`config.mk`:
```
export PLATFORM = sky130hd
export DESIGN_NAME = gtp_cordic_cell
export DESIGN_NICKNAME = d
export VERILOG_FILES = /design/src/sv/gtp_pkg.sv /design/src/sv/gtp_cordic_cell.sv
export SDC_FILE = /design/constraint.sdc
export NUM_CORES = 1
export LEC_CHECK = 0
export BUFFER_PORTS_ARGS = -buffer_cell sky130_fd_sc_hd__buf_2
export CORE_MARGIN = 2
export CORE_UTILIZATION = 40
export DETAILED_ROUTE_END_ITERATION = 12
export GPL_ROUTABILITY_DRIVEN = 0
export SLEW_MARGIN = 20
export SYNTH_ARGS = -nofsm -noshare
export SYNTH_HDL_FRONTEND = slang
export SYNTH_SLANG_ARGS = --single-unit
```
`constraint.sdc`:
```
create_clock -name clk_i -period 0.8 [get_ports clk_i]
set_clock_uncertainty 0.05 [all_clocks]
set_input_delay 0.16 -clock clk_i [delete_from_list [all_inputs] [get_ports clk_i]]
set_output_delay 0.16 -clock clk_i [all_outputs]
set_load 0.01 [all_outputs]
```
`src/sv/gtp_pkg.sv`:
```
// Shared types and constants of the go-to-point drive controller.
// Used by the interfaces, the CORDIC cells, the back end and the top level.
package gtp_pkg;

  localparam int CORDIC_STEPS_DEF = 16;
  localparam int COORD_BITS_DEF   = 16;
  localparam int HEAD_W           = 15;
  localparam int GAIN_W           = 16;
  localparam int DRIVE_W          = 8;
  localparam int ZW               = 25;
  localparam int PRESCALE_SH      = 14;
  localparam int ACC180           = 2949120;
  localparam int GAIN_INV         = 39797;
  localparam int DEG90            = 5760;
  localparam int DEG180           = 11520;
  localparam int DEG360           = 23040;
  localparam int RECIP15          = 2236962;
  localparam int CFG_IDX_W        = 3;

  typedef enum logic [CFG_IDX_W-1:0] {
    CFG_TARGET_X       = 3'd0,
    CFG_TARGET_Y       = 3'd1,
    CFG_TARGET_HEADING = 3'd2,
    CFG_MODE           = 3'd3,
    CFG_DRIVE_GAIN     = 3'd4,
    CFG_TURN_GAIN      = 3'd5,
    CFG_SPOT_GAIN      = 3'd6,
    CFG_ENABLE         = 3'd7
  } cfg_idx_e;

  typedef logic signed [ZW-1:0] angle_t;

  localparam logic signed [23:0] ATAN_TAB [24] = '{
    24'sd737280, 24'sd435242, 24'sd229970, 24'sd116736, 24'sd58595, 24'sd29326,
    24'sd14667, 24'sd7334, 24'sd3667, 24'sd1833, 24'sd917, 24'sd458,
    24'sd229, 24'sd115, 24'sd57, 24'sd29, 24'sd14, 24'sd7,
    24'sd4, 24'sd2, 24'sd1, 24'sd0, 24'sd0, 24'sd0
  };

  typedef struct packed {
    logic              zero;
    logic [HEAD_W-1:0] cur;
  } item_ctl_t;

  typedef struct packed {
    logic              mode;
    logic              enable;
    logic [HEAD_W-1:0] target_heading;
    logic [GAIN_W-1:0] drive_gain;
    logic [GAIN_W-1:0] turn_gain;
    logic [GAIN_W-1:0] spot_gain;
  } cfg_t;

endpackage

```
`src/sv/gtp_cordic_cell.sv`:
```
// One CORDIC vectoring step, registered; cells are chained one per iteration.
// Depends on gtp_pkg for the arctangent table and the control struct.
module gtp_cordic_cell #(
  parameter int IDX = 0,
  parameter int XW  = 33
) (
  input  logic                          clk_i,
  input  logic                          rst_ni,
  input  logic                          adv_i,
  input  logic                          valid_i,
  input  gtp_pkg::item_ctl_t            ctl_i,
  input  logic signed [XW-1:0]          x_i,
  input  logic signed [XW-1:0]          y_i,
  input  gtp_pkg::angle_t               z_i,
  output logic                          valid_o,
  output gtp_pkg::item_ctl_t            ctl_o,
  output logic signed [XW-1:0]          x_o,
  output logic signed [XW-1:0]          y_o,
  output gtp_pkg::angle_t               z_o
);
  import gtp_pkg::*;

  logic                 valid_q;
  item_ctl_t            ctl_q;
  logic signed [XW-1:0] x_q, y_q;
  angle_t               z_q;
  logic signed [XW-1:0] xs, ys;
  angle_t               step;

  assign xs   = x_i >>> IDX;
  assign ys   = y_i >>> IDX;
  assign step = ZW'(ATAN_TAB[IDX]);

  always_ff @(posedge clk_i or negedge rst_ni) begin
    if (!rst_ni) begin
      valid_q <= 1'b0;
    end else if (adv_i) begin
      valid_q <= valid_i;
    end
  end

  always_ff @(posedge clk_i) begin
    if (adv_i) begin
      ctl_q <= ctl_i;
      if (y_i > 0) begin
        x_q <= x_i + ys;
        y_q <= y_i - xs;
        z_q <= z_i + step;
      end else begin
        x_q <= x_i - ys;
        y_q <= y_i + xs;
        z_q <= z_i - step;
      end
    end
  end

  assign valid_o = valid_q;
  assign ctl_o   = ctl_q;
  assign x_o     = x_q;
  assign y_o     = y_q;
  assign z_o     = z_q;
endmodule

```
Yosys cells after proc, flatten, opt, wreduce, memory -nomap -nowiden
Cells that the tools add are included.
{"block": "classes", "n_mux": 3, "n_shift": 0, "addsub": 5, "reduce_logical": 0, "n_eq_ne": 0, "div_mod_pow": 0, "n_mul": 0, "magnitude_cmp": 1, "n_bitwise": 0}
{"cell": "$mux W33", "count": 2}
{"cell": "$sub A33 B33 Y33", "count": 2}
{"cell": "$add A33 B33 Y33", "count": 1}
{"cell": "$gt A33 B1 Y1 const B", "count": 1}
{"cell": "$add A25 B21 Y25 const B", "count": 1}
{"cell": "$mux W25", "count": 1}
{"cell": "$sub A25 B21 Y25 const B", "count": 1}
{"block": "word_totals", "ramBits": 0, "output_inout_bits": 108, "reg_bits": 108, "latchBits": 0, "inputBits": 111, "rom_bits": 0, "wordCells": 15, "n_memories": 0}

Logic depth before layout (Yosys ltp)
{"block": "logic_depth", "ltp_word": 2, "mapped_depth": 18, "mapped_depth_nobuf": 15}

Least setup slack after synthesis
Ideal clock, no wire load.
{"block": "synth_path", "kind": "input -> register", "startpoint": "input port y_i[27]", "endpoint": "register z_q[23], in the netlist z_o[23], data pin", "t_required_ns": 0.492, "stages": 17, "path_slack_ns": -2.555, "setup_time_ns": 0.258, "arrival_ns": 3.048, "path_cell_list": "nor4_1 nand4_1 nor2_1 or2_2 clkbuf_1 buf_2 buf_1 ha_1 a21o_1 a21oi_1 o21bai_1 a21oi_1 o21bai_1 a21oi_1 o21bai_1 a21oi_1 xnor2_1"}
{"block": "synth_via", "elab_chain_len": 2}
{"element": "start: declaration", "line": "gtp_cordic_cell.sv:13", "source": "input logic signed [XW-1:0] y_i,"}
{"element": "$gt A33 B1 Y1", "line": "gtp_cordic_cell.sv:45", "source": "if (y_i > 0) begin"}
{"element": "$mux W25", "line": "gtp_cordic_cell.sv:45"}
{"element": "end signal: assignment", "line": "gtp_cordic_cell.sv:48", "source": "z_q <= z_i + step;"}
{"element": "end signal: assignment", "line": "gtp_cordic_cell.sv:52", "source": "z_q <= z_i - step;"}
{"element": "end: declaration", "line": "gtp_cordic_cell.sv:26", "source": "angle_t z_q;"}
Every way passes these cells.
A chain may end at the register's enable or synchronous reset.

Worst setup path after layout
{"block": "layout_path", "startpoint": "input port y_i[27]", "endpoint": "register z_q[24], in the netlist z_o[24], data pin"}
The elaborated chain is that of the path after synthesis.

==> impl_results.md <==
* Syn. warnings at 0
* Drt pass-1 iters at 6
* Worst skew pair latency at approximately 0.36 ns
* Critical Path AT at about 2.7 ns
* R2R depth at 1
* IO Port Bufs at between 200 and 250
* Setup CP Type: in -> reg
* Synth Flop Type: edfxtp_1
* Layout cell share with drive strength beyond 1 at 0.5745
* Vias at 10540
* Post-route ant nets at 0
* Via/cell ratio at about 5.4
* Commonest non-fill, non-tap cell in the layout: buf_4
* Grt total ovfl at 0
* Clk pin slew, worst setup/hold paths at ~0.08 ns
* # diodes at 0
* Mapped Cells at between 1000 and 1500
* Hold Slack at -0.03171 ns
* Die width at 156.4 µm
* Asr flop ratio synth at 0.009346
* Hold_buf cts at 31
* Cell variety after synth at just over 80
* Starting Density at 0.4093
* Cells after DPL at about 1800
* Routed WL at between 30000 and 40000 µm
* Mean Syn Cell Area at around 9 µm²
* Sink Count at between 100 and 150
* Most frequent cells in the layout: 355 x buf_4, 200 x buf_2, 106 x edfxtp_1
* Fill cells at roughly 1500
* Post-Syn Nets at ~1200
* Max Freq at approximately 390 MHz
* Crit path launch type: input port
* CP Capture Type: register
* Remaining DRCs at 0
* GRT Total Usage at 0.2911
* RSZ-0062 raised after global routing: true
* Clock period minus worst slack at roughly 2.6 ns
* Peak supply drop at 0.9155 mV
* Min-Delay Path Class: in -> reg
* Yosys top cell area share at 0.3424
* Clk buf depth at 2
* Final Setup Violations at between 150 and 200
* Hold Vio Cnt, Final at 1
* Drt first-iter violations at ~900
* DIE HEIGHT at around 160 µm
* Core ar. at approximately 23000 µm²
* Htree depth at 3
* Max Slew Vio Count at 0
* Worst Path Required at around 0.85 ns
* Routed len/inst at between 15 and 20 µm
* Ranking of synthesized cells by area: edfxtp_1 34%, ha_1 14%, a21oi_1 6.5%, xnor2_1 6.0%, inv_1 3.9%
* Num ports at about 220
* Fin crit share at 3.246
* EDFF count, synth at approximately 110
* Hold depth at 2
* Initial antenna violation count at 0
* Layout Cells excl Fill at 1935
* CTS tree: yes
* Vias in the first global route at 10320
* Slew margin rel. at 0.6761
* Most area-hungry cell type in the Yosys netlist: edfxtp_1
* Post-DP HPWL at around 25000 µm
* Max Cap Viol at 0
* Crit Path Max Fanout at 4
* P&R area growth vs syn at 82.53%
* First-pass GRT wire length at between 50000 and 60000 µm
* Yosys reg bits at roughly 110
* Root Buffer: clkbuf_16
* Final nets at ~1900
* Inserted Clock Buffers at 9
* Power per Cell Area at between 1000 and 1500 nW/µm²
* Slew @ Worst Pin at about 0.48 ns
* Mapped cell area at between 9000 and 10000 µm²
* Pin count of the biggest net entering global routing at 39
* Fin worst setup slack at -1.797 ns
* Sequential element share of the synthesized area at 0.3451
* Status: complete, but fails checks
* P_leak at roughly 7.6 nW
* # rows at 55
* Failing checks: hold timing, setup timing
* Die ar. at around 24000 µm²
-- layer usage --
layer	vias up	GRT usage	part of all wire
li1	4892	-	-
met5	-	0	0
met3	130	0.04486	0.077
met1	4972	0.3627	0.40
met2	547	0.5095	0.48
met4	0	0.1066	0.043
-- area by class of cell --
class | count | area (µm²) | area share
inverter | 101 | 432.9 | 0.02552
tap | 285 | 356.6 | 0.02102
clock inverter | 6 | 57.56 | 0.003392
multi-input combinational | 752 | 7303 | 0.4305
clock buffer | 10 | 229.0 | 0.01350
timing repair buffer | 674 | 5379 | 0.3170
sequential | 107 | 3208 | 0.1891
-- path summary, 6_finish.rpt --
check | from | end | slack (ns)
max in group asynchronous | rst_ni | valid_o | 0.57
min in group asynchronous | rst_ni | valid_o | 0.05
hold / removal | valid_i | valid_o | -0.03
hold reg to reg | valid_o | valid_o | 0.46
setup / recovery | y_i[27] | z_o[24] | -1.80
setup reg to reg | valid_o | valid_o | 0.01
-- timing repair --
action | in CTS | in global routing
endpoints found under the setup margin | 182 | 183
gates cloned | 11 | 1
pin swaps | 96 | 74
endpoints found under the hold margin | 32 | 1
resized for setup | 248 | 119
setup buffers | 54 | 32
-- flip-flops by register name, summed over array words and instances, names as in the netlist --
signal / flops
valid_o: 1
ctl_o: 16
x_o: 33
y_o: 32
z_o: 25
-- cells by family after synthesis --
group	Yosys count	share of synthesized area
XOR/XNOR	72	0.06784
AND/OR/NAND/NOR	230	0.1276
multiplexers	15	0.01629
buffers and inverters	143	0.06461
AO/OA/AOI/OAI	326	0.2286
adder cells (fa/ha/maj)	109	0.1500
flip-flops	107	0.3451
-- synth_stat cells (6+ instances only) --
cell and instances:
a211oi_1 10, a21o_1 28, a21oi_1 121, a221oi_1 6
a31oi_1 7, buf_2 18, clkbuf_1 13, edfxtp_1 106
ha_1 105, inv_1 96, mux2i_1 14, nand2_1 47
nand2b_1 13, nand3_1 14, nand4_1 8, nor2_1 81
nor2b_1 12, nor3_1 12, nor4_1 13, o211ai_1 6
o21a_1 6, o21ai_0 58, o21bai_1 23, o31ai_1 6
xnor2_1 64, xor2_1 8
-- power by group --
| part | switching (W) | internal, W | total, W |
|---|---|---|---|
| logic | 0.00604 | 0.00605 | 0.0121 |
| clock network | 0.00237 | 0.00220 | 0.00457 |
| registers | 0.000187 | 0.00721 | 0.00740 |
-- per-stage QoR --
step	setup WS (ns)	setup TNS, ns	power [W]	utilization	cell area, µm²
after floorplan	-1.869	-95.44	0.01241	-	10040
after global placement	-2.433	-168.22	0.01665	0.6051	13740
after detailed placement	-2.439	-167.98	0.01675	0.6051	13740
after CTS	-1.833	-141.07	0.02308	0.7129	16190
after global routing	-1.904	-149.94	0.02508	0.7471	16970
final	-1.797	-143.27	0.02405	0.7471	16970
-- critical path, stage by stage --
cell and delay, ns:
buf_2 0.12, nor4_4 0.27, buf_4 0.16, nand4_1 0.23
nor2_2 0.21, or2_4 0.18, inv_4 0.07, ha_4 0.23
a21oi_2 0.11, nor2_1 0.06, nor2_2 0.12, o21bai_1 0.10
a21oi_2 0.16, o21ai_2 0.08, a21o_1 0.17, a21oi_2 0.13
xnor2_1 0.09
Note: power is estimated with default switching activity, not from simulation.
