[src/sv/gtp_pkg.sv]
// Shared types and constants of the go-to-point drive controller.
// Used by the interfaces, the CORDIC cells, the back end and the top level.
package gtp_pkg;

  localparam int CORDIC_STEPS_DEF = 16;
  localparam int COORD_BITS_DEF   = 16;
  localparam int HEAD_W           = 15;
  localparam int GAIN_W           = 16;
  localparam int DRIVE_W          = 8;
  localparam int ZW               = 25;
  localparam int PRESCALE_SH      = 14;
  localparam int ACC180           = 2949120;
  localparam int GAIN_INV         = 39797;
  localparam int DEG90            = 5760;
  localparam int DEG180           = 11520;
  localparam int DEG360           = 23040;
  localparam int RECIP15          = 2236962;
  localparam int CFG_IDX_W        = 3;

  typedef enum logic [CFG_IDX_W-1:0] {
    CFG_TARGET_X       = 3'd0,
    CFG_TARGET_Y       = 3'd1,
    CFG_TARGET_HEADING = 3'd2,
    CFG_MODE           = 3'd3,
    CFG_DRIVE_GAIN     = 3'd4,
    CFG_TURN_GAIN      = 3'd5,
    CFG_SPOT_GAIN      = 3'd6,
    CFG_ENABLE         = 3'd7
  } cfg_idx_e;

  typedef logic signed [ZW-1:0] angle_t;

  localparam logic signed [23:0] ATAN_TAB [24] = '{
    24'sd737280, 24'sd435242, 24'sd229970, 24'sd116736, 24'sd58595, 24'sd29326,
    24'sd14667, 24'sd7334, 24'sd3667, 24'sd1833, 24'sd917, 24'sd458,
    24'sd229, 24'sd115, 24'sd57, 24'sd29, 24'sd14, 24'sd7,
    24'sd4, 24'sd2, 24'sd1, 24'sd0, 24'sd0, 24'sd0
  };

  typedef struct packed {
    logic              zero;
    logic [HEAD_W-1:0] cur;
  } item_ctl_t;

  typedef struct packed {
    logic              mode;
    logic              enable;
    logic [HEAD_W-1:0] target_heading;
    logic [GAIN_W-1:0] drive_gain;
    logic [GAIN_W-1:0] turn_gain;
    logic [GAIN_W-1:0] spot_gain;
  } cfg_t;

endpackage

[src/sv/gtp_post.sv]
// Back end: bearing rounding, angle wrap, reverse choice, gains, spot turn,
// saturation and the output register. Depends on gtp_pkg.
module gtp_post #(
  parameter int XW = 33
) (
  input  logic                              clk_i,
  input  logic                              rst_ni,
  input  logic                              adv_i,
  input  logic                              valid_i,
  input  gtp_pkg::item_ctl_t                ctl_i,
  input  logic signed [XW-1:0]              x_i,
  input  gtp_pkg::angle_t                   z_i,
  input  gtp_pkg::cfg_t                     cfg_i,
  output logic                              valid_o,
  output logic signed [gtp_pkg::DRIVE_W-1:0] left_o,
  output logic signed [gtp_pkg::DRIVE_W-1:0] right_o,
  output logic                              kind_o,
  output logic                              active_o
);
  import gtp_pkg::*;

  localparam int PW  = XW - 1 + 16;
  localparam int DSW = PW - 30;
  localparam int AW  = 18;
  localparam int DVW = DSW + 10;
  localparam int SW  = DSW + 11;
  localparam int TW  = 21;
  localparam logic signed [AW-1:0] A90  = AW'(DEG90);
  localparam logic signed [AW-1:0] A180 = AW'(DEG180);
  localparam logic signed [AW-1:0] A360 = AW'(DEG360);

  function automatic logic signed [DRIVE_W-1:0] sat8(input logic signed [SW-1:0] v);
    if (v > SW'(127)) return 8'sd127;
    if (v < -SW'(127)) return -8'sd127;
    return v[DRIVE_W-1:0];
  endfunction

  logic [6:1] v_q;
  item_ctl_t  ctl1_q, ctl2_q, ctl3_q, ctl4_q, ctl5_q;

  // stage 1
  angle_t                 zr;
  logic signed [ZW-9:0]   bear;
  logic signed [AW-1:0]   a1_d, a1_q;
  logic [PW-1:0]          xp1_d, xp1_q;
  // stage 2
  logic signed [AW-1:0]   a2_d, a2_q;
  logic [DSW-1:0]         dist2_d, dist2_q;
  // stage 3
  logic signed [AW-1:0]   absa_w, b_w, absb_w;
  logic                   rev3_d, rev3_q, neg3_q;
  logic [26:0]            mag1_d, mag1_q;
  logic [DSW+15:0]        drvp3_d, drvp3_q;
  // stage 4
  logic [42:0]            mag2_q;
  logic [DSW+7:0]         drvm4_q;
  logic                   rev4_q, neg4_q;
  // stage 5
  logic [21:0]            n5_q;
  logic [43:0]            q0_q;
  logic [DSW+7:0]         drvm5_q;
  logic                   rev5_q, neg5_q;
  // stage 6
  logic [18:0]            qs;
  logic [22:0]            prod15, rem;
  logic [18:0]            qf;
  logic signed [TW-1:0]   trn;
  logic signed [DVW-1:0]  drv;
  logic signed [DRIVE_W-1:0] pl, pr;
  logic [HEAD_W-1:0]      hdiff;
  logic [8:0]             diff;
  logic signed [10:0]     e;
  logic [9:0]             abse;
  logic [25:0]            sm;
  logic [6:0]             vsat;
  logic signed [DRIVE_W-1:0] sv;
  logic signed [DRIVE_W-1:0] left_d, right_d, left_q, right_q;
  logic                   kind_d, kind_q, active_q;

  always_comb begin
    zr    = z_i + ZW'(128);
    bear  = ctl_i.zero ? '0 : zr[ZW-1:8];
    a1_d  = AW'(bear) - AW'(signed'({1'b0, ctl_i.cur}));
    xp1_d = PW'(x_i[XW-2:0]) * PW'(GAIN_INV);
  end

  always_comb begin
    if (a1_q > A180) begin
      a2_d = a1_q - A360;
    end else if (a1_q >= -A180) begin
      a2_d = a1_q;
    end else if (a1_q + A360 >= -A180) begin
      a2_d = a1_q + A360;
    end else begin
      a2_d = a1_q + A360 + A360;
    end
    dist2_d = ctl1_q.zero ? '0 : xp1_q[PW-1:30];
  end

  always_comb begin
    absa_w = (a2_q < 0) ? -a2_q : a2_q;
    rev3_d = 1'b1;
    if (absa_w < A90) begin
      b_w    = a2_q;
      rev3_d = 1'b0;
    end else if (a2_q < 0) begin
      b_w = a2_q + A180;
    end else begin
      b_w = a2_q - A180;
    end
    absb_w  = (b_w < 0) ? -b_w : b_w;
    mag1_d  = 27'(absb_w[12:0]) * 27'(absa_w[13:0]);
    drvp3_d = (DSW+16)'(dist2_q) * (DSW+16)'(cfg_i.drive_gain);
  end

  always_comb begin
    qs     = q0_q[43:25];
    prod15 = {qs, 4'b0000} - 23'(qs);
    rem    = 23'(n5_q) - prod15;
    qf     = (rem >= 23'd15) ? qs + 19'd1 : qs;
    trn    = neg5_q ? -TW'(qf) : TW'(qf);
    drv    = rev5_q ? -DVW'(drvm5_q) : DVW'(drvm5_q);
    pl     = sat8(SW'(drv) + SW'(trn));
    pr     = sat8(SW'(drv) - SW'(trn));

    hdiff = (cfg_i.target_heading > ctl5_q.cur) ? cfg_i.target_heading - ctl5_q.cur
                                                : ctl5_q.cur - cfg_i.target_heading;
    diff  = hdiff[HEAD_W-1:6];
    if (cfg_i.target_heading < ctl5_q.cur) begin
      e = (diff < 9'd180) ? -11'(diff) : 11'sd360 - 11'(diff);
    end else begin
      e = (diff < 9'd180) ? 11'(diff) : 11'(diff) - 11'sd360;
    end
    abse = (e < 0) ? 10'(-e) : 10'(e);
    sm   = 26'(abse) * 26'(cfg_i.spot_gain);
    vsat = (sm[25:8] > 18'd127) ? 7'd127 : sm[14:8];
    sv   = (e < 0) ? -8'(vsat) : 8'(vsat);

    left_d  = '0;
    right_d = '0;
    kind_d  = 1'b0;
    if (cfg_i.enable && cfg_i.mode) begin
      left_d  = pl;
      right_d = pr;
    end else if (cfg_i.enable) begin
      left_d  = sv;
      right_d = -sv;
      kind_d  = 1'b1;
    end
  end

  always_ff @(posedge clk_i or negedge rst_ni) begin
    if (!rst_ni) begin
      v_q <= '0;
    end else if (adv_i) begin
      v_q <= {v_q[5:1], valid_i};
    end
  end

  always_ff @(posedge clk_i) begin
    if (adv_i) begin
      ctl1_q   <= ctl_i;
      a1_q     <= a1_d;
      xp1_q    <= xp1_d;
      ctl2_q   <= ctl1_q;
      a2_q     <= a2_d;
      dist2_q  <= dist2_d;
      ctl3_q   <= ctl2_q;
      rev3_q   <= rev3_d;
      neg3_q   <= b_w < 0;
      mag1_q   <= mag1_d;
      drvp3_q  <= drvp3_d;
      ctl4_q   <= ctl3_q;
      mag2_q   <= 43'(mag1_q) * 43'(cfg_i.turn_gain);
      drvm4_q  <= drvp3_q[DSW+15:8];
      rev4_q   <= rev3_q;
      neg4_q   <= neg3_q;
      ctl5_q   <= ctl4_q;
      n5_q     <= mag2_q[42:21];
      q0_q     <= 44'(mag2_q[42:21]) * 44'(RECIP15);
      drvm5_q  <= drvm4_q;
      rev5_q   <= rev4_q;
      neg5_q   <= neg4_q;
      left_q   <= left_d;
      right_q  <= right_d;
      kind_q   <= kind_d;
      active_q <= cfg_i.enable;
    end
  end

  assign valid_o  = v_q[6];
  assign left_o   = left_q;
  assign right_o  = right_q;
  assign kind_o   = kind_q;
  assign active_o = active_q;
endmodule

[config.mk]
export PLATFORM = sky130hd
export DESIGN_NAME = gtp_post
export DESIGN_NICKNAME = d
export VERILOG_FILES = /design/src/sv/gtp_pkg.sv /design/src/sv/gtp_post.sv
export SDC_FILE = /design/constraint.sdc
export NUM_CORES = 2
export LEC_CHECK = 0
export BUFFER_PORTS_ARGS = -buffer_cell sky130_fd_sc_hd__buf_4
export CORE_MARGIN = 10
export CORE_UTILIZATION = 60
export CTS_CLUSTER_SIZE = 30
export DETAILED_ROUTE_END_ITERATION = 8
export GPL_TIMING_DRIVEN = 0
export HOLD_SLACK_MARGIN = 0.08
export PLACE_DENSITY_LB_ADDON = 0.1
export SYNTH_ARGS = -nofsm -noshare
export SYNTH_HDL_FRONTEND = slang
export SYNTH_SLANG_ARGS = --single-unit
[constraint.sdc]
create_clock -name clk_i -period 10.7 [get_ports clk_i]
set_input_delay 1.07 -clock clk_i [delete_from_list [all_inputs] [get_ports clk_i]]
set_output_delay 1.07 -clock clk_i [all_outputs]
set_load 0.01 [all_outputs]
**Word-level counts from Yosys, hierarchy flattened**

Index checks and enable logic that the tools add are counted.

- Output and inout bits: 19
- Bits in registers: 429

- Multiply operators: 6
- Reduce and logical (&&, ||, !) cells: 1
- Multiplexer cells: 38
- $lt $le $gt $ge: 16
- $add $sub $neg: 24

Operator list:

| operator | count |
|---|---|
| $mux W18 | 6 |
| $mux W8 | 13 |
| $gt A29 B8 Y1 const B | 2 |
| $lt A29 B8 Y1 const B | 2 |
| $mul A32 B16 Y48 const B | 1 |
| $mul A22 B21 Y43 const B | 1 |
| $mul A27 B16 Y43 | 1 |
| $add A18 B16 Y18 const B | 2 |
| $ge A18 B15 Y1 const B | 2 |
| $lt A18 B1 Y1 const B | 2 |
| $mul A18 B16 Y34 | 1 |
| $mux W11 | 3 |
| $sub A15 B15 Y15 | 2 |
| $add A28 B21 Y29 | 1 |
| $sub A28 B21 Y29 | 1 |
| $mux W28 | 1 |
| $neg A26 Y28 | 1 |
| $mul A13 B14 Y27 | 1 |
| $mul A10 B16 Y26 | 1 |
| $add A25 B9 Y25 const B | 1 |
| $ge A23 B4 Y1 const B | 1 |
| $sub A22 B23 Y23 | 1 |
| $sub A23 B19 Y23 | 1 |
| $mux W21 | 1 |
| other kinds (29) | 36 |

**Depth between registers and ports, before layout**

- Word-level depth: 15
- Mapped depth: 60
- Mapped depth without buffers: 54

**Worst setup path before layout**

Ideal clock, no wire load.

- Path kind: input to register
- From: input cfg_i[61] in the netlist's numbering
- To: register right_q[5], in the netlist right_o[5], data pin
- Cell stages on the path: 56
- Data required time: 10.426 ns
- Arrival: 12.230 ns
- Buffers on the path: 5
- Setup slack: -1.805 ns
- Cells stage by stage: inv_1 ha_1 buf_6 and4_4 and2_1 a311o_1 o21ai_4 buf_2 nor2_1 nor2_1 inv_1 ha_1 a311oi_2 and2_1 nor2b_1 inv_1 o21ai_0 xnor2_1 [... 20 more ...] o21bai_1 a21o_1 a211oi_1 o211ai_1 a311o_1 a2111oi_4 nand4b_4 clkbuf_1 or2_2 inv_1 ha_1 nor2_1 xnor2_1 o21ai_0 or3_1 a31oi_1 xor2_1 o221ai_1

- Longest elaborated chain between the ends: 15

Ends and longest elaborated chain:

| what | line | RTL |
|---|---|---|
| start: declaration | gtp_post.sv:13 | `input gtp_pkg::cfg_t cfg_i,` |
| $sub A15 B15 Y15 (tied with other cells) | gtp_post.sv:127 | `: ctl5_q.cur - cfg_i.target_heading;` |
| $mux W15 | gtp_post.sv:126 | `hdiff = (cfg_i.target_heading > ctl5_q.cur) ? cfg_i.target_heading - ctl5_q.cur` |
| $sub A9 B9 Y10 (tied with other cells) | gtp_post.sv:132 | `e = (diff < 9'd180) ? 11'(diff) : 11'(diff) - 11'sd360;` |
| $mux W11, on equally long branches | gtp_post.sv:132, gtp_post.sv:130 |  |
| $mux W11 * | gtp_post.sv:129 | `if (cfg_i.target_heading < ctl5_q.cur) begin` |
| $neg A10 Y10 / $lt A11 B1 Y1 (equally long branches) | gtp_post.sv:134, gtp_post.sv:137 |  |
| $mux W10 | gtp_post.sv:134 | `abse = (e < 0) ? 10'(-e) : 10'(e);` |
| $mul A10 B16 Y26 | gtp_post.sv:135 | `sm = 26'(abse) * 26'(cfg_i.spot_gain);` |
| $gt A18 B7 Y1 | gtp_post.sv:136 | `vsat = (sm[25:8] > 18'd127) ? 7'd127 : sm[14:8];` |
| $mux W7 | gtp_post.sv:136 |  |
| $neg A7 Y8 | gtp_post.sv:137 | `sv = (e < 0) ? -8'(vsat) : 8'(vsat);` |
| $mux W8 * | gtp_post.sv:137 |  |
| $neg A8 Y8 * | gtp_post.sv:147 | `right_d = -sv;` |
| $mux W8 * | gtp_post.sv:145 | `end else if (cfg_i.enable) begin` |
| $mux W8 * | gtp_post.sv:142 | `if (cfg_i.enable && cfg_i.mode) begin` |
| named net right_d[5] | gtp_post.sv:77 | `logic signed [DRIVE_W-1:0] left_d, right_d, left_q, right_q;` |
| end signal: assignment | gtp_post.sv:185 | `right_q <= right_d;` |
| end: declaration | gtp_post.sv:77 |  |

Mark *: on every way through the listed nets, which the timed path passes. The rest lies on a longest branch.
A chain may end at the register's enable or synchronous reset.

**Worst setup path in the final report**

Ends and elaborated chain as after synthesis.

==> summary.md <==
| Metric | Value |
|---|---|
| Core Area | `between 100,000 and 150,000 sq um` |
| Global-route met3 utilization | `3.643%` |
| Post-Route Utilization | `66.82%` |
| Die W | `353.8 microns` |
| Commonest non-fill, non-tap cells in the layout | `1,500 x inv_1, 1,099 x fa_1, 825 x nand2_1` |
| Share of cells above drive strength 1 | `around 9%` |
| Failing checks | `setup timing` |
| Status | `complete, but fails checks` |
| Rows | `about 120` |
| Startpoint Class | `input port` |
| Max-cap violations | `0` |
| Area taken by multi-input logic gates | `51,360 sq um` |
| Clock Sink Count | `346` |
| Vias in the first global route | `51,533` |
| Reg2Reg Depth | `54` |
| Fin. Hold Viols | `0` |
| Initial antenna violation count | `9` |
| Register Area | `a little over 10,000 sq um` |
| Die Y-Extent | `roughly 350 microns` |
| Met2 usage | `44.08%` |
| Gr ovfl total | `0` |
| Largest cells by area after synthesis | `fa_1 33%, ha_1 16%, edfxtp_1 15%, inv_1 8.6%, nand2_1 4.7%` |
| Met1 Usage GRT | `roughly a third` |
| CTS buffer count | `43` |
| Mapped Area | `66,860 sq um` |
| Post-route ant nets | `0` |
| Root Driver | `clkbuf_16` |
| Fin nets | `9,396` |
| Crit Path Category | `in2reg` |
| Cells after Synth | `around 7,000` |
| Fill cells | `9,027` |
| Worst slew pin tran | `1220 ps` |
| Netlist cell types | `104` |
| Area grow syn2layout | `10.60%` |
| Drt wl/cell | `18.29 microns` |
| Asr flop ratio synth | `about 1.7%` |
| Initial Util | `60.42%` |
| Syn_area_per_cell | `9.538 sq um` |
| Max Fclk | `86.94 MHz` |
| Reg2reg end | `right_o[5]` |
| Net Count, Synth | `9,102` |
| I/O Buffers | `118` |
| Crit path arrival time | `approximately 12,000 ps` |
| First-pass GRT wire length | `267,400 microns` |
| R2R setup slack | `-690 ps` |
| Minimum clock period | `11,500 ps` |
| Synth warn | `0` |
| I/O pins | `162` |
| All-Layer GR Usage | `26.19%` |
| Clk buf depth | `3` |
| Most Crowded Layer GR | `met2` |
| Final Skew | `24.45 ps` |
| Req. time, crit path | `11,020 ps` |
| Clock transition at path regs | `70 ps` |
| Residual DRC | `0` |
| Cell accounting for the most synthesized area | `fa_1` |
| Number of stages on the worst setup path | `56` |
| HP Class | `in2async` |
| Gp weighted congestion | `around 0.94` |
| Critical path endpoint category | `flop` |
| Slowest-stage cell, CP | `fa_1` |
| #FFs+latches synth | `346` |
| H-Tree Depth | `2` |
| Most frequent CP cell | `fa_1` |
| Drt pass-1 iters | `6` |
| DR vias | `just under 50,000` |
| Max incr delay on CP | `560 ps` |
| Largest net degree at the start of global routing | `122` |
| Reg-to-reg critical path startpoint | `ctl5_q[7]` |
| Endpoints failing setup | `14` |
| Iteration-0 DRC Markers | `2,923` |
| WHS | `239.1 ps` |
| Post-Route WL | `approximately 160,000 microns` |
| Vias per cell | `5.498` |
| Crit path max-delay family | `adder cells` |
| Top_reg_cell synth | `edfxtp_1` |
| CTS tree | `yes` |
| Post-DP HPWL | `132,500 microns` |
| CP Max Fanout | `8` |
| Period utilization | `107.5%` |
| Sequential cell area fraction in the yosys report | `15.49%` |
| Max-slew violations | `0` |
| Bufs and invs on worst path | `11` |
| Fin Setup TNS | `-6343 ps` |
| Post-synth EDFFs | `340` |
| Synth top area share | `about a third` |
| RSZ-0062 raised after global routing | `true` |
| Rel. slew slack | `18.09%` |
| Setup ws final | `-801.7 ps` |
| Total die area | `125,200 sq um` |
| Worst-Skew Late Latency | `between 600 and 700 ps` |
| Commonest non-fill, non-tap cell in the layout | `inv_1` |
synth_stat cells (all sizes together), types with 9 or more instances:
| cell type | n |
|---|---|
| a221oi | 11 |
| a31oi | 25 |
| o21a | 40 |
| nor3 | 68 |
| edfxtp | 340 |
| mux2i | 15 |
| o211ai | 22 |
| nor2 | 270 |
| o31ai | 18 |
| a21boi | 13 |
| a21o | 77 |
| ha | 839 |
| nand2b | 42 |
| fa | 1110 |
| o31a | 9 |
| o21bai | 42 |
| clkbuf | 195 |
| and2 | 356 |
| a211oi | 30 |
| inv | 1528 |
| or3 | 38 |
| xor2 | 80 |
| nand2 | 834 |
| o21ai | 133 |
| or4 | 10 |
| a21oi | 180 |
| nor2b | 62 |
| a211o | 13 |
| nor4 | 31 |
| or2 | 14 |
| mux2 | 13 |
| o2111ai | 12 |
| buf | 24 |
| nand4 | 29 |
| and3 | 30 |
| a2111oi | 9 |
| xnor2 | 245 |
| nand3 | 66 |
| o41ai | 13 |
worst max path at each step:
stage,start,to,slack [ps]
6_report,cfg_i[61],right_o[5],-800
5_1_grt,cfg_i[52],right_o[5],-1250
4_1_cts,cfg_i[49],right_o[5],-830
3_5_place_dp,cfg_i[58],right_o[5],-2890
3_3_place_gp,cfg_i[58],right_o[5],-2830
2_1_floorplan,cfg_i[55],right_o[5],-930
logic make-up after synthesis:
logic type               count (synthesis)  share of synthesized area (%)
adder cells (fa/ha/maj)               1950                          48.95
AND/OR/NAND/NOR                       1882                          13.42
buffers and inverters                 1751                          9.873
AO/OA/AOI/OAI                          725                          7.433
flip-flops                             346                          15.49
XOR/XNOR                               325                          4.269
multiplexers                            31                         0.5558
per-stage QoR:
stage	instances	cell area, sq um	setup WS (ps)
after floorplan	7010	67370	-934.3
after global placement	8616	70110	-2830
after detailed placement	8618	70180	-2886
after CTS	8779	73080	-828.2
after global routing	8834	73950	-1247
final	8834	73950	-801.7
state kept, by name, indices dropped and copies added, names as in the netlist, 16 cells and up:
name / count
mag2_q: 22
ctl1_q: 16
q0_q: 19
dist2_q: 18
a2_q: 18
drvm4_q: 26
a1_q: 18
drvm5_q: 26
mag1_q: 27
xp1_q: 18
n5_q: 22
drvp3_q: 26
layer usage:
layer,part of all wire (%),up-vias,wire (microns)
li1,-,22682,-
met1,43,24244,69950
met2,48,1364,77700
met3,5.7,276,9155
met4,3.0,2,4779
met5,0.0050,-,8
final cells by class:
class                           instances  share of cell area (%)
Sequential cell                       346                   14.01
Clock buffer                           50                   1.519
Timing Repair Buffer                  263                   2.853
Multi-Input combinational cell       4913                   69.45
Tap cell                             1488                   2.518
Antenna cell                            8                 0.02707
Clock inverter                         29                  0.5194
Inverter                             1532                   7.824
Buffer                                205                   1.279
repair_timing:
action | CTS | global route
gates resized for setup | 158 | 130
hold buffers | 0 | 0
setup endpoints to repair | 31 | 24
endpoints found under the hold margin | 0 | 0
pin swaps | 81 | 80
setup buffers | 92 | 52
Power is not shown: default switching activity piles up to over one toggle a cycle in this logic, so the estimate is an artifact.
